File: config.mk
export PLATFORM = sky130hd
export DESIGN_NAME = multilevel_priority_active_expired_queue_unit_flat
export DESIGN_NICKNAME = d
export VERILOG_FILES = /design/src/rtl/mpq_pkg.sv /design/src/rtl/mpq_if.sv /design/src/rtl/mpq_cmp.sv /design/src/rtl/mpq_slot_ram.sv /design/src/rtl/multilevel_priority_active_expired_queue_unit.sv /design/src/flat_wrapper.sv
export SDC_FILE = /design/constraint.sdc
export NUM_CORES = 1
export LEC_CHECK = 0
export BUFFER_PORTS_ARGS = -buffer_cell sky130_fd_sc_hd__buf_2
export CAP_MARGIN = 5
export CORE_MARGIN = 3
export CORE_UTILIZATION = 50
export DETAILED_ROUTE_END_ITERATION = 12
export PLACE_DENSITY = 0.74
export SETUP_SLACK_MARGIN = 0.3
export SLEW_MARGIN = 20
export SYNTH_ARGS = -nofsm -noshare
export SYNTH_HDL_FRONTEND = slang
export SYNTH_SLANG_ARGS = --single-unit
File: constraint.sdc
create_clock -name clk -period 12.2 [get_ports clk]
set_input_delay 0.61 -clock clk [delete_from_list [all_inputs] [get_ports clk]]
set_output_delay 0.61 -clock clk [all_outputs]
set_load 0.01 [all_outputs]
File: src/rtl/mpq_pkg.sv
// ----------------------------------------------------------------------------
// mpq_pkg
// Shared types and codes of the active/expired multilevel priority queue.
// ----------------------------------------------------------------------------
package mpq_pkg;

  localparam int PROC_ID_W = 8;
  localparam int PRIO_W    = 3;
  localparam int GLEVEL_W  = 2;
  localparam int NEWPRIO_W = 2;

  typedef enum logic {
    FUNC_ADD  = 1'b0,
    FUNC_TAKE = 1'b1
  } mpq_func_t;

  typedef enum logic [2:0] {
    ST_IDLE,
    ST_ADD,
    ST_SCAN,
    ST_RDATA,
    ST_DONE
  } mpq_state_t;

  // sequencer controls toward the datapath
  typedef struct packed {
    logic in_ready;
    logic push;
    logic pop;
    logic step_down;
    logic swap;
    logic load_out;
  } mpq_ctrl_t;

endpackage

File: src/rtl/mpq_if.sv
// ----------------------------------------------------------------------------
// mpq_if
// Request and result channels with valid/ready handshake.
// ----------------------------------------------------------------------------
interface mpq_in_if;
  import mpq_pkg::*;

  logic                 valid;
  logic                 ready;
  logic                 func;
  logic [PROC_ID_W-1:0] proc_id;
  logic signed [PRIO_W-1:0] dyn_prio;
  logic [PRIO_W-1:0]    static_prio;

  modport source (output valid, func, proc_id, dyn_prio, static_prio, input ready);
  modport sink   (input valid, func, proc_id, dyn_prio, static_prio, output ready);
endinterface

interface mpq_out_if;
  import mpq_pkg::*;

  logic                 valid;
  logic                 ready;
  logic                 grant_valid;
  logic [PROC_ID_W-1:0] grant_id;
  logic [GLEVEL_W-1:0]  grant_level;
  logic                 accepted;
  logic [NEWPRIO_W-1:0] new_prio;
  logic                 swapped;

  modport source (output valid, grant_valid, grant_id, grant_level, accepted, new_prio,
                  swapped, input ready);
  modport sink   (input valid, grant_valid, grant_id, grant_level, accepted, new_prio,
                  swapped, output ready);
endinterface

File: src/rtl/mpq_cmp.sv
// ----------------------------------------------------------------------------
// mpq_cmp
// Shared queue-count compare: full check on add, non-empty check on scan.
// ----------------------------------------------------------------------------
module mpq_cmp #(
  parameter int QUEUE_DEPTH = 16,
  parameter int CW          = $clog2(QUEUE_DEPTH + 1)
) (
  input  logic [CW-1:0] count,
  input  logic          sel_full,
  output logic          hit
);

  always_comb begin
    if (sel_full) begin
      hit = (count >= CW'(QUEUE_DEPTH));
    end else begin
      hit = (count != '0);
    end
  end

endmodule

File: src/rtl/mpq_slot_ram.sv
// ----------------------------------------------------------------------------
// mpq_slot_ram
// Process id storage for all queues, one write and one registered read port.
// ----------------------------------------------------------------------------
module mpq_slot_ram #(
  parameter int DEPTH = 128,
  parameter int WIDTH = 8,
  parameter int AW    = $clog2(DEPTH)
) (
  input  logic             clk,
  input  logic             we,
  input  logic [AW-1:0]    waddr,
  input  logic [WIDTH-1:0] wdata,
  input  logic             re,
  input  logic [AW-1:0]    raddr,
  output logic [WIDTH-1:0] rdata
);

  logic [WIDTH-1:0] mem [DEPTH];

  always_ff @(posedge clk) begin
    if (we) begin
      mem[waddr] <= wdata;
    end
  end

  always_ff @(posedge clk) begin
    if (re) begin
      rdata <= mem[raddr];
    end
  end

endmodule

File: src/rtl/multilevel_priority_active_expired_queue_unit.sv
// ----------------------------------------------------------------------------
// multilevel_priority_active_expired_queue_unit
// Active/expired ready-queue scheduler with one FIFO per bank and level.
// ----------------------------------------------------------------------------
// One request word is handled at a time. An add steps through accept, one
// full check on the shared count comparator with the slot write, and result load.
// A take walks the active bank from the top level down, one level per cycle
// on that same comparator, and after an empty bank swaps and walks the other
// one; it visits from 1 to 2*LEVELS levels, and all 2*LEVELS when nothing
// is found. The slot memory has a registered read, so a grant passes through
// a read-data state before the result load.
// A finished result waits in the output register while the next word is
// accepted; it is only held back at load time if still not taken.
module multilevel_priority_active_expired_queue_unit
  import mpq_pkg::*;
#(
  parameter int LEVELS      = 4,
  parameter int QUEUE_DEPTH = 16,
  parameter int ID_BITS     = 8
) (
  input  logic    clk,
  input  logic    rst_n,
  mpq_in_if.sink  in_ch,
  mpq_out_if.source out_ch
);

  localparam int NQ    = 2 * LEVELS;
  localparam int QW    = $clog2(NQ);
  localparam int LW    = $clog2(LEVELS);
  localparam int PW    = $clog2(QUEUE_DEPTH);
  localparam int CW    = $clog2(QUEUE_DEPTH + 1);
  localparam int SLOTS = NQ * QUEUE_DEPTH;
  localparam int AW    = $clog2(SLOTS);

  mpq_state_t state_r, state_nxt;
  mpq_ctrl_t  ctrl;

  logic            active_bank_r;
  logic [PW-1:0]   head_r [NQ];
  logic [PW-1:0]   tail_r [NQ];
  logic [CW-1:0]   cnt_r  [NQ];

  logic            func_r;
  logic [ID_BITS-1:0] id_r;
  logic            add_bank_r;
  logic [LW-1:0]   tgt_lvl_r;
  logic            bank_r;
  logic [LW-1:0]   lvl_r;
  logic            res_gv_r;
  logic [PROC_ID_W-1:0] res_gid_r;
  logic            res_acc_r;
  logic [NEWPRIO_W-1:0] res_np_r;
  logic            res_sw_r;

  logic            out_valid_r;
  logic            o_gv_r;
  logic [PROC_ID_W-1:0] o_gid_r;
  logic [GLEVEL_W-1:0]  o_glev_r;
  logic            o_acc_r;
  logic [NEWPRIO_W-1:0] o_np_r;
  logic            o_sw_r;

  logic            q_bank;
  logic [LW-1:0]   q_lvl;
  logic [QW-1:0]   q_sel;
  logic [CW-1:0]   cnt_sel;
  logic            cmp_hit;
  logic [AW-1:0]   waddr;
  logic [AW-1:0]   raddr;
  logic [ID_BITS-1:0] rdata;
  logic [ID_BITS+PROC_ID_W-1:0] id_in_ext;
  logic [ID_BITS+PROC_ID_W-1:0] id_out_ext;
  logic [LW+GLEVEL_W-1:0] glev_ext;
  logic [4:0]      raw_lvl;
  logic [4:0]      sat_lvl;
  logic            in_fire;

  assign in_fire = in_ch.valid && ctrl.in_ready;

  // add target level with saturation
  always_comb begin
    if (in_ch.dyn_prio[PRIO_W-1]) begin
      raw_lvl = (in_ch.static_prio == '0) ? 5'd0 : 5'(in_ch.static_prio) - 5'd1;
    end else begin
      raw_lvl = 5'(in_ch.dyn_prio[PRIO_W-2:0]);
    end
    sat_lvl = (raw_lvl > 5'(LEVELS - 1)) ? 5'(LEVELS - 1) : raw_lvl;
  end

  assign q_bank  = (state_r == ST_ADD) ? add_bank_r : bank_r;
  assign q_lvl   = (state_r == ST_ADD) ? tgt_lvl_r : lvl_r;
  assign q_sel   = (q_bank ? QW'(LEVELS) : QW'(0)) + QW'(q_lvl);
  assign cnt_sel = cnt_r[q_sel];
  assign waddr   = AW'(q_sel) * AW'(QUEUE_DEPTH) + AW'(tail_r[q_sel]);
  assign raddr   = AW'(q_sel) * AW'(QUEUE_DEPTH) + AW'(head_r[q_sel]);

  assign id_in_ext  = {{ID_BITS{1'b0}}, in_ch.proc_id};
  assign id_out_ext = {{PROC_ID_W{1'b0}}, rdata};
  assign glev_ext   = {{GLEVEL_W{1'b0}}, lvl_r};

  mpq_cmp #(
    .QUEUE_DEPTH(QUEUE_DEPTH)
  ) u_cmp (
    .count    (cnt_sel),
    .sel_full (state_r == ST_ADD),
    .hit      (cmp_hit)
  );

  mpq_slot_ram #(
    .DEPTH(SLOTS),
    .WIDTH(ID_BITS)
  ) u_ram (
    .clk   (clk),
    .we    (ctrl.push),
    .waddr (waddr),
    .wdata (id_r),
    .re    (ctrl.pop),
    .raddr (raddr),
    .rdata (rdata)
  );

  // next state
  always_comb begin
    state_nxt = state_r;
    unique case (state_r)
      ST_IDLE: begin
        if (in_ch.valid) begin
          state_nxt = (in_ch.func == FUNC_TAKE) ? ST_SCAN : ST_ADD;
        end
      end
      ST_ADD: state_nxt = ST_DONE;
      ST_SCAN: begin
        if (cmp_hit) begin
          state_nxt = ST_RDATA;
        end else if (lvl_r == '0 && res_sw_r) begin
          state_nxt = ST_DONE;
        end
      end
      ST_RDATA: state_nxt = ST_DONE;
      ST_DONE: begin
        if (!out_valid_r || out_ch.ready) begin
          state_nxt = ST_IDLE;
        end
      end
      default: state_nxt = ST_IDLE;
    endcase
  end

  // sequencer outputs
  always_comb begin
    ctrl = '0;
    unique case (state_r)
      ST_IDLE:  ctrl.in_ready = 1'b1;
      ST_ADD:   ctrl.push = !cmp_hit;
      ST_SCAN: begin
        ctrl.pop       = cmp_hit;
        ctrl.step_down = !cmp_hit && (lvl_r != '0);
        ctrl.swap      = !cmp_hit && (lvl_r == '0) && !res_sw_r;
      end
      ST_RDATA: ctrl = '0;
      ST_DONE:  ctrl.load_out = !out_valid_r || out_ch.ready;
      default:  ctrl = '0;
    endcase
  end

  assign in_ch.ready = ctrl.in_ready;

  always_ff @(posedge clk) begin
    if (!rst_n) begin
      state_r       <= ST_IDLE;
      active_bank_r <= 1'b0;
      out_valid_r   <= 1'b0;
      for (int i = 0; i < NQ; i++) begin
        head_r[i] <= '0;
        tail_r[i] <= '0;
        cnt_r[i]  <= '0;
      end
    end else begin
      state_r <= state_nxt;
      if (ctrl.push) begin
        tail_r[q_sel] <= (tail_r[q_sel] == PW'(QUEUE_DEPTH - 1)) ? '0 : tail_r[q_sel] + 1'b1;
        cnt_r[q_sel]  <= cnt_r[q_sel] + 1'b1;
      end
      if (ctrl.pop) begin
        head_r[q_sel] <= (head_r[q_sel] == PW'(QUEUE_DEPTH - 1)) ? '0 : head_r[q_sel] + 1'b1;
        cnt_r[q_sel]  <= cnt_r[q_sel] - 1'b1;
      end
      if (ctrl.swap) begin
        active_bank_r <= ~active_bank_r;
      end
      if (ctrl.load_out) begin
        out_valid_r <= 1'b1;
      end else if (out_ch.ready) begin
        out_valid_r <= 1'b0;
      end
    end
  end

  // per-word working registers
  always_ff @(posedge clk) begin
    if (in_fire) begin
      func_r     <= in_ch.func;
      id_r       <= id_in_ext[ID_BITS-1:0];
      add_bank_r <= in_ch.dyn_prio[PRIO_W-1] ? ~active_bank_r : active_bank_r;
      tgt_lvl_r  <= LW'(sat_lvl);
      bank_r     <= active_bank_r;
      lvl_r      <= LW'(LEVELS - 1);
      res_gv_r   <= 1'b0;
      res_gid_r  <= '0;
      res_acc_r  <= 1'b0;
      res_np_r   <= (in_ch.func == FUNC_ADD) ? sat_lvl[NEWPRIO_W-1:0] : '0;
      res_sw_r   <= 1'b0;
    end
    if (ctrl.push) begin
      res_acc_r <= 1'b1;
    end
    if (ctrl.step_down) begin
      lvl_r <= lvl_r - 1'b1;
    end
    if (ctrl.swap) begin
      bank_r   <= ~bank_r;
      lvl_r    <= LW'(LEVELS - 1);
      res_sw_r <= 1'b1;
    end
    if (ctrl.pop) begin
      res_gv_r <= 1'b1;
    end
    if (state_r == ST_RDATA) begin
      res_gid_r <= id_out_ext[PROC_ID_W-1:0];
    end
    if (ctrl.load_out) begin
      o_gv_r   <= res_gv_r;
      o_gid_r  <= res_gid_r;
      o_glev_r <= res_gv_r ? glev_ext[GLEVEL_W-1:0] : '0;
      o_acc_r  <= res_acc_r;
      o_np_r   <= (func_r == FUNC_ADD) ? res_np_r : '0;
      o_sw_r   <= res_sw_r;
    end
  end

  assign out_ch.valid       = out_valid_r;
  assign out_ch.grant_valid = o_gv_r;
  assign out_ch.grant_id    = o_gid_r;
  assign out_ch.grant_level = o_glev_r;
  assign out_ch.accepted    = o_acc_r;
  assign out_ch.new_prio    = o_np_r;
  assign out_ch.swapped     = o_sw_r;

endmodule

File: src/flat_wrapper.sv
// flat-port wrapper written by rule: the top's interface ports become plain ports
module multilevel_priority_active_expired_queue_unit_flat import mpq_pkg::*;
#(
  parameter int LEVELS      = 4,
  parameter int QUEUE_DEPTH = 16,
  parameter int ID_BITS     = 8
)
  (clk, rst_n, in_ch_valid, in_ch_func, in_ch_proc_id, in_ch_dyn_prio, in_ch_static_prio, in_ch_ready, out_ch_valid, out_ch_grant_valid, out_ch_grant_id, out_ch_grant_level, out_ch_accepted, out_ch_new_prio, out_ch_swapped, out_ch_ready);
  mpq_in_if in_ch_i ();
  mpq_out_if out_ch_i ();
  input  logic clk;
  input  logic rst_n;
  input wire logic [$bits(in_ch_i.valid)-1:0] in_ch_valid;
  input wire logic [$bits(in_ch_i.func)-1:0] in_ch_func;
  input wire logic [$bits(in_ch_i.proc_id)-1:0] in_ch_proc_id;
  input wire logic [$bits(in_ch_i.dyn_prio)-1:0] in_ch_dyn_prio;
  input wire logic [$bits(in_ch_i.static_prio)-1:0] in_ch_static_prio;
  output wire logic [$bits(in_ch_i.ready)-1:0] in_ch_ready;
  output wire logic [$bits(out_ch_i.valid)-1:0] out_ch_valid;
  output wire logic [$bits(out_ch_i.grant_valid)-1:0] out_ch_grant_valid;
  output wire logic [$bits(out_ch_i.grant_id)-1:0] out_ch_grant_id;
  output wire logic [$bits(out_ch_i.grant_level)-1:0] out_ch_grant_level;
  output wire logic [$bits(out_ch_i.accepted)-1:0] out_ch_accepted;
  output wire logic [$bits(out_ch_i.new_prio)-1:0] out_ch_new_prio;
  output wire logic [$bits(out_ch_i.swapped)-1:0] out_ch_swapped;
  input wire logic [$bits(out_ch_i.ready)-1:0] out_ch_ready;
  assign in_ch_i.valid = in_ch_valid;
  assign in_ch_i.func = in_ch_func;
  assign in_ch_i.proc_id = in_ch_proc_id;
  assign in_ch_i.dyn_prio = in_ch_dyn_prio;
  assign in_ch_i.static_prio = in_ch_static_prio;
  assign in_ch_ready = in_ch_i.ready;
  assign out_ch_valid = out_ch_i.valid;
  assign out_ch_grant_valid = out_ch_i.grant_valid;
  assign out_ch_grant_id = out_ch_i.grant_id;
  assign out_ch_grant_level = out_ch_i.grant_level;
  assign out_ch_accepted = out_ch_i.accepted;
  assign out_ch_new_prio = out_ch_i.new_prio;
  assign out_ch_swapped = out_ch_i.swapped;
  assign out_ch_i.ready = out_ch_ready;
  multilevel_priority_active_expired_queue_unit #(.LEVELS(LEVELS), .QUEUE_DEPTH(QUEUE_DEPTH), .ID_BITS(ID_BITS)) u_core (.clk(clk), .rst_n(rst_n), .in_ch(in_ch_i), .out_ch(out_ch_i));
endmodule
==> impl_metrics.tcl, run 1 <==
set metrics [dict create \
    post-route-min-period_ps 6750 \
    clkLatencyLatePin_ps 690 \
    power_frac_seq_pct 47.0 \
    synth_top_family_by_area "simple AND/OR/NAND/NOR gates" \
    yosys.cell_count.top_type "edfxtp_1" \
    slew_viol_final 0 \
    post-place-ws_ps 5640 \
    final_util_pct 55.8 \
    path_cells "or3b_1, mux2i_2, buf_4, nor2_1, or4_2, buf_4, inv_6, buf_4, mux4_2, o2111ai_1, nand4_1, or4_1, or4_1" \
    p_leak_nw 17.2 \
    die_width_um 316 \
    num_io_pins 36 \
    dieArea_um2 100000 \
    yosysSeqAreaShare_pct 73.6 \
    cts_setup_buffers 0 \
    synth_xor_area_share_pct 0.109 \
    max-vdd-ir-drop_mv 0.122 \
    viasPerCell 6.41 \
    setup_viol 0 \
    grt_pass1_vias 28300 \
    cts.clk_slew.worst_paths_ps 60 \
    fin_area_um2 53200 \
    synth_area_leaders "edfxtp_1, nand2_1, mux4_2, nand3_1, nor2_1" \
    yosys_most_used_dff "edfxtp_1" \
    crit_path_frequent_cell "buf_4" \
    end_kind "flop" \
    rrSetupSlack_ps 5450 \
    clkPwrFrac_pct 35.4 \
    synth_compound_area_share_pct 5.21 \
    power_frac_comb_pct 17.6 \
    crit_path_start_kind "flop" \
    firstDrtPassIters 6 \
    synth_edf_count 1174 \
    grt-ovfl-total 0 \
    power.switching_mw 2.77 \
    yosys.cell_types.count 74 \
    synth_top_area_cell "edfxtp_1" \
    min_to "u_core.id_r[2]$_DFFE_PP_" \
    wl_per_cell_um 27.9 \
    max_stage_delay_ps 900 \
    grt_pass1_wl_um 189000 \
    setup_slack_ps 5450 \
    fin_crit_sh_pct 55.4 \
    timing.setup.critical_path_class "reg -> reg" \
    syn-num-nets 3308 \
    fin_tns_setup_ps 0 \
    cp_max_fo 57 \
    wl_um 130000 \
    drcViolationCount 0 \
    yosys.area_share.simple_pct 12.6 \
    synth_warnings 0 \
    r2r_cells 13 \
    vias 29900 \
    drtAntennaViolNets 0 \
    r2r_end "u_core.u_ram.rdata[1]$_DFFE_PN_" \
    drive_gt1_share_pct 11.7 \
    hold_path_class "in -> reg" \
    ys_ff_latch 1184 \
    htreeDepth 3 \
    slew_headroom_pct 23.2 \
    gp_congestion 0.925 \
    grt_usage_pct 25.7 \
    synth_top_area_share_pct 73.2 \
    r2r_start "u_core.state_r[1]$_SDFFE_PN0P_" \
    max_freq_mhz 148 \
    syn_area_um2 48100 \
    tightest_slew_ps 1150 \
    synthMuxAreaShare_pct 6.20 \
    synth_area_per_cell_um2 14.7 \
    hold_viol 0 \
    maxCapViolCount 0 \
    arrival_ps 7170 \
    num_rows 113 \
    rsz0062_at_grt "no" \
    grt_max_degree 121 \
    skew_ps 38.1 \
    cts.sinks 1184 \
    synth_commonest_cells "edfxtp_1, nand2_1, nor2_1" \
    report.power.total_mw 9.79 \
    cts_tree "done" \
    hold_start "in_ch_proc_id[2]" \
    min_path_cells 1 \
    cp_slowest_cell "or4_2" \
    nets 3320 \
    synth_fa_ha_area_share_pct 0.130 \
    initialDrtViolationCount 4868 \
    critPathRequiredTime_ps 12620 \
    p_sw_share_pct 28.3 \
    numCtsBuffers 114 \
    async_flop_share_pct 0 \
    cts_buffer_depth 3 \
    ctsHoldBuffers 0 \
    ctsRootBufferMaster "clkbuf_16" \
    status "finished clean" \
    core_area_um2 95300 \
    die_y_um 316 \
    area_delta_synth_final_pct 10.4 \
    pwr_density_cell_nw_per_um2 184 \
    internal_power_mw 7.03 \
    antenna_found_initial 6 \
    cts.repair.resized 0 \
    synth_cells 3284 \
    hpwl_um 80800 \
    place_area_um2 49500 \
    numPortBuffers 35 \
    start_util_pct 50.5 \
]
==> critical path, delay by kind of cell (launching register included) <==
kind	cells	cell delay (ps)
buf+inv	4	1930
compound gates	1	360
mux	2	690
flops	1	540
simple gates	6	2820
==> cell usage in the layout, fill, tap and decap left out, drive strengths merged, types with 11 or more instances in the layout <==
cell type and n:
nand2 576, a2111oi 33, or2 14, mux4 82, o2111ai 20, and3 31
nor2b 16, or4 13, clkbuf 134, nand2b 34, o211ai 13, buf 96
mux2i 98, nor3b 47, nand3 231, o22ai 18, nand3b 14, a31oi 40
nor2 275, edfxtp 1174, nand4 33, a211oi 14, inv 23, nor3 12
clkinv 51, bufinv 11, a211o 29, a21oi 51, o21ai 31, and2 22
mux2 14
==> power by group through the flow <==
| stage | clock (mW) | combinational (mW) | sequential (mW) |
|---|---|---|---|
| 5_1_grt | 3.64 | 1.82 | 4.60 |
| 4_1_cts | 3.48 | 1.69 | 4.60 |
| 2_1_floorplan | 0 | 1.09 | 4.71 |
| 3_3_place_gp | 0 | 1.66 | 4.69 |
| 3_5_place_dp | 0 | 1.68 | 4.69 |
| 6_report | 3.47 | 1.73 | 4.60 |
==> worst max-delay path by stage <==
| stage | from | end |
|---|---|---|
| 2_1_floorplan | u_core.state_r[0]$_SDFFE_PN0P_ | u_core.cnt_r[0][2]$_SDFFCE_PN0P_ |
| 6_report | u_core.state_r[1]$_SDFFE_PN0P_ | u_core.u_ram.rdata[1]$_DFFE_PN_ |
| 5_1_grt | u_core.state_r[2]$_SDFFE_PN0P_ | u_core.u_ram.rdata[6]$_DFFE_PN_ |
| 3_5_place_dp | u_core.state_r[0]$_SDFFE_PN0P_ | u_core.u_ram.rdata[7]$_DFFE_PN_ |
| 3_3_place_gp | u_core.state_r[0]$_SDFFE_PN0P_ | u_core.u_ram.rdata[3]$_DFFE_PN_ |
| 4_1_cts | u_core.state_r[0]$_SDFFE_PN0P_ | u_core.u_ram.rdata[7]$_DFFE_PN_ |
==> per-layer routing <==
metal	vias to the layer above	GRT usage [%]	share of wire [%]
li1	12500	-	-
met1	14800	35.4	37
met2	2154	39.1	45
met3	346	6.84	13
met4	6	11.0	4.8
met5	-	0	0.032
==> cells by family (layout without fill, tap and decap cells) <==
kind of cell	after synthesis	count (layout)
AOI/OAI and AO/OA	338	338
DFF	1184	1184
and+or+nand+nor	1340	1340
muxes	194	194
buffers and inverters	217	321
xor gates and xnor gates	6	6
adders and majority gates	5	5
other	0	1
==> through the flow <==
| stage | instances | hold slack (ps) |
|---|---|---|
| CTS | 4652 | 83.6 |
| detailed placement | 4444 | 405 |
| floorplan | 3284 | 400 |
| global placement | 4444 | 403 |
| finish | 4654 | 112 |
| global route | 4653 | 99.2 |
==> registers in the layout, indices dropped and copies added, names as in the netlist, 8 cells and up <==
register,cells
u_core.out_ch.grant_id,8
u_core.tail_r,32
u_core.head_r,32
u_core.u_ram.mem,1024
u_core.id_r,8
u_core.cnt_r,40
u_core.u_ram.rdata,8
u_core.res_gid_r,8
==> cell type report <==
cell class	count	area [um2]
diodes	1	2.50
clock buffers	134	2950
clock inverters	74	682
fillers	7271	42100
inverters	17	76.3
multi-input cells	1883	11800
flip-flops and latches	1184	35500
well taps	1265	1580
repair buffers	96	657
(Power assumes the default switching activity.)
==> run 2: changes to the inputs <==
- clock period: 12.2 -> 7 ns (I/O delays scaled with it)
==> run 2 against run 1 <==
  * Total power rose by 79%
  * Die area stayed put
  * First-iteration DRC count fell by 7.7%
  * Non-clock buffer count rose by 16
  * Critical path type unchanged
  * Critical path depth down 2
  * Via count rose by 0.27%
  * Global-route usage up 0.33 points
  * Design area rose by 0.86%
  * Clock power up 85%
  * Hold slack lost 33 ps
  * Maximum frequency grew 12%
==> impl_metrics.tcl, run 2 (synthesis gave the netlist of run 1 again) <==
set metrics [dict create \
    viasPerCell 6.39 \
    ctsHoldBuffers 10 \
    hpwl_um 81700 \
    place_area_um2 49600 \
    fin_area_um2 53600 \
    htreeDepth 3 \
    grt_pass1_wl_um 191000 \
    fin_crit_sh_pct 85.8 \
    numCtsBuffers 115 \
    end_kind "flop" \
    hold_path_class "in -> reg" \
    max-vdd-ir-drop_mv 0.190 \
    max_freq_mhz 167 \
    arrival_ps 6440 \
    top_regs "u_core.u_ram.mem x1024, u_core.cnt_r x40" \
    tightest_slew_ps 1230 \
    cts.sinks 1184 \
    grt_max_degree 102 \
    cp_max_fo 49 \
    crit_path_start_kind "flop" \
    cts_tree "done" \
    initialDrtViolationCount 4494 \
    gp_congestion 0.951 \
    grt_usage_pct 26.1 \
    critPathRequiredTime_ps 7430 \
    fin_cells 4682 \
    p_leak_nw 17.4 \
    core_area_um2 95300 \
    clkLatencyLatePin_ps 710 \
    firstDrtPassIters 6 \
    num_io_pins 36 \
    hold_viol 0 \
    grt-ovfl-total 0 \
    area_delta_synth_final_pct 11.4 \
    post-place-ws_ps 1210 \
    skew_ps 36.0 \
    crit_start "u_core.state_r[2]$_SDFFE_PN0P_" \
    die_width_um 316 \
    hold_start "in_ch_dyn_prio[2]" \
    post-route-min-period_ps 6000 \
    r2r_start "u_core.state_r[2]$_SDFFE_PN0P_" \
    wl_per_cell_um 28.1 \
    drcViolationCount 0 \
    setup_slack_ps 996 \
    slew_viol_final 0 \
    pwr_density_cell_nw_per_um2 326 \
    path_cells "or3b_1, mux2i_1, a222oi_1, o211a_4, buf_4, nor4_1, a22oi_1, nand2_1, a2111oi_1, o2111a_1, nand3_1" \
    ctsRootBufferMaster "clkbuf_16" \
    top_register "u_core.u_ram.mem" \
    antenna_found_initial 7 \
    fin_tns_setup_ps 0 \
    rrSetupSlack_ps 1000 \
    vias 29900 \
    cts.clk_slew.worst_paths_ps 60 \
    grt_pass1_vias 28200 \
    timing.setup.critical_path_class "reg -> reg" \
    cp_slowest_cell "o211a_4" \
    mostFrequentLayoutCells "edfxtp_1, nand2_1, nor2_1" \
    slew_headroom_pct 17.1 \
    num_rows 113 \
    drtAntennaViolNets 0 \
    numPortBuffers 35 \
    cts.repair.resized 0 \
    dieArea_um2 100000 \
    largest_reg_flops 1024 \
    drive_gt1_share_pct 11.8 \
    maxCapViolCount 0 \
    nets 3337 \
    setup_viol 0 \
    die_y_um 316 \
    final_common_cell "edfxtp_1" \
    start_util_pct 50.5 \
    cts_buffer_depth 3 \
    whs_ps 79.6 \
    cts_setup_buffers 0 \
    max_stage_delay_ps 730 \
    rsz0062_at_grt "no" \
    wl_um 132000 \
    status "finished clean" \
    dp_cells 4451 \
    nFillCells 7251 \
]
run 2: changes by cell type in the layout (fill, tap and decap cells not counted), moves of 3 or more:
| cell | before | now |
|---|---|---|
| clkinvlp_4 | 6 | 3 |
| buf_4 | 58 | 61 |
| bufinv_16 | 11 | 18 |
| clkinv_2 | 26 | 23 |
| diode_2 | 1 | 4 |
| clkinv_4 | 1 | 4 |
| dlygate4sd3_1 | 0 | 10 |
| buf_12 | 1 | 6 |
| clkbuf_1 | 19 | 26 |
run 2: path summary, 6_finish.rpt:
kind                                                             to  cells after the start
worst max register to register      u_core.u_ram.rdata[2]$_DFFE_PN_                     11
worst max-delay path                u_core.u_ram.rdata[2]$_DFFE_PN_                     11
worst min-delay path                    u_core.add_bank_r$_DFFE_PP_                      2
worst min register to register  u_core.out_ch.grant_id[4]$_DFFE_PP_                      0
run 2: where the power goes:
part / internal, mW / switching, mW
clock: 3.73 / 2.67
combinational: 0.915 / 2.16
sequential: 7.96 / 0.0626
total: 12.6 / 4.89
run 2: final cells by class:
class / instances / area (um2) / area share (%)
clock buffer: 143 / 3030 / 5.64
sequential: 1184 / 35500 / 66.1
clock inverter: 74 / 873 / 1.63
timing repair buffer: 112 / 853 / 1.59
tap: 1265 / 1580 / 2.95
multi-input combinational: 1883 / 11800 / 21.9
antenna: 4 / 10.0 / 0.0187
inverter: 17 / 76.3 / 0.142
run 2: worst max-delay path, delay by kind of cell (launching register included):
kind                   cells  cell delay (ps)
AOI/OAI and AO/OA          5             2820
buffers and inverters      1              650
muxes                      1              500
and+or+nand+nor            4             1220
DFF                        1              520
run 2: through the flow:
step / total power [mW] / util, %
finish: 17.5 / 56.3
global route: 18.0 / 56.3
CTS: 17.5 / 56.3
detailed placement: 11.2 / 52.1
global placement: 11.1 / 52.0
floorplan: 10.1 / -
run 2: routing by layer:
metal | track usage [%] | vias up | routed length, um
li1 | - | 12600 | -
met1 | 35.1 | 14900 | 47800
met2 | 38.8 | 2104 | 58900
met3 | 8.16 | 396 | 17600
met4 | 12.6 | 4 | 7350
met5 | 0 | - | 20
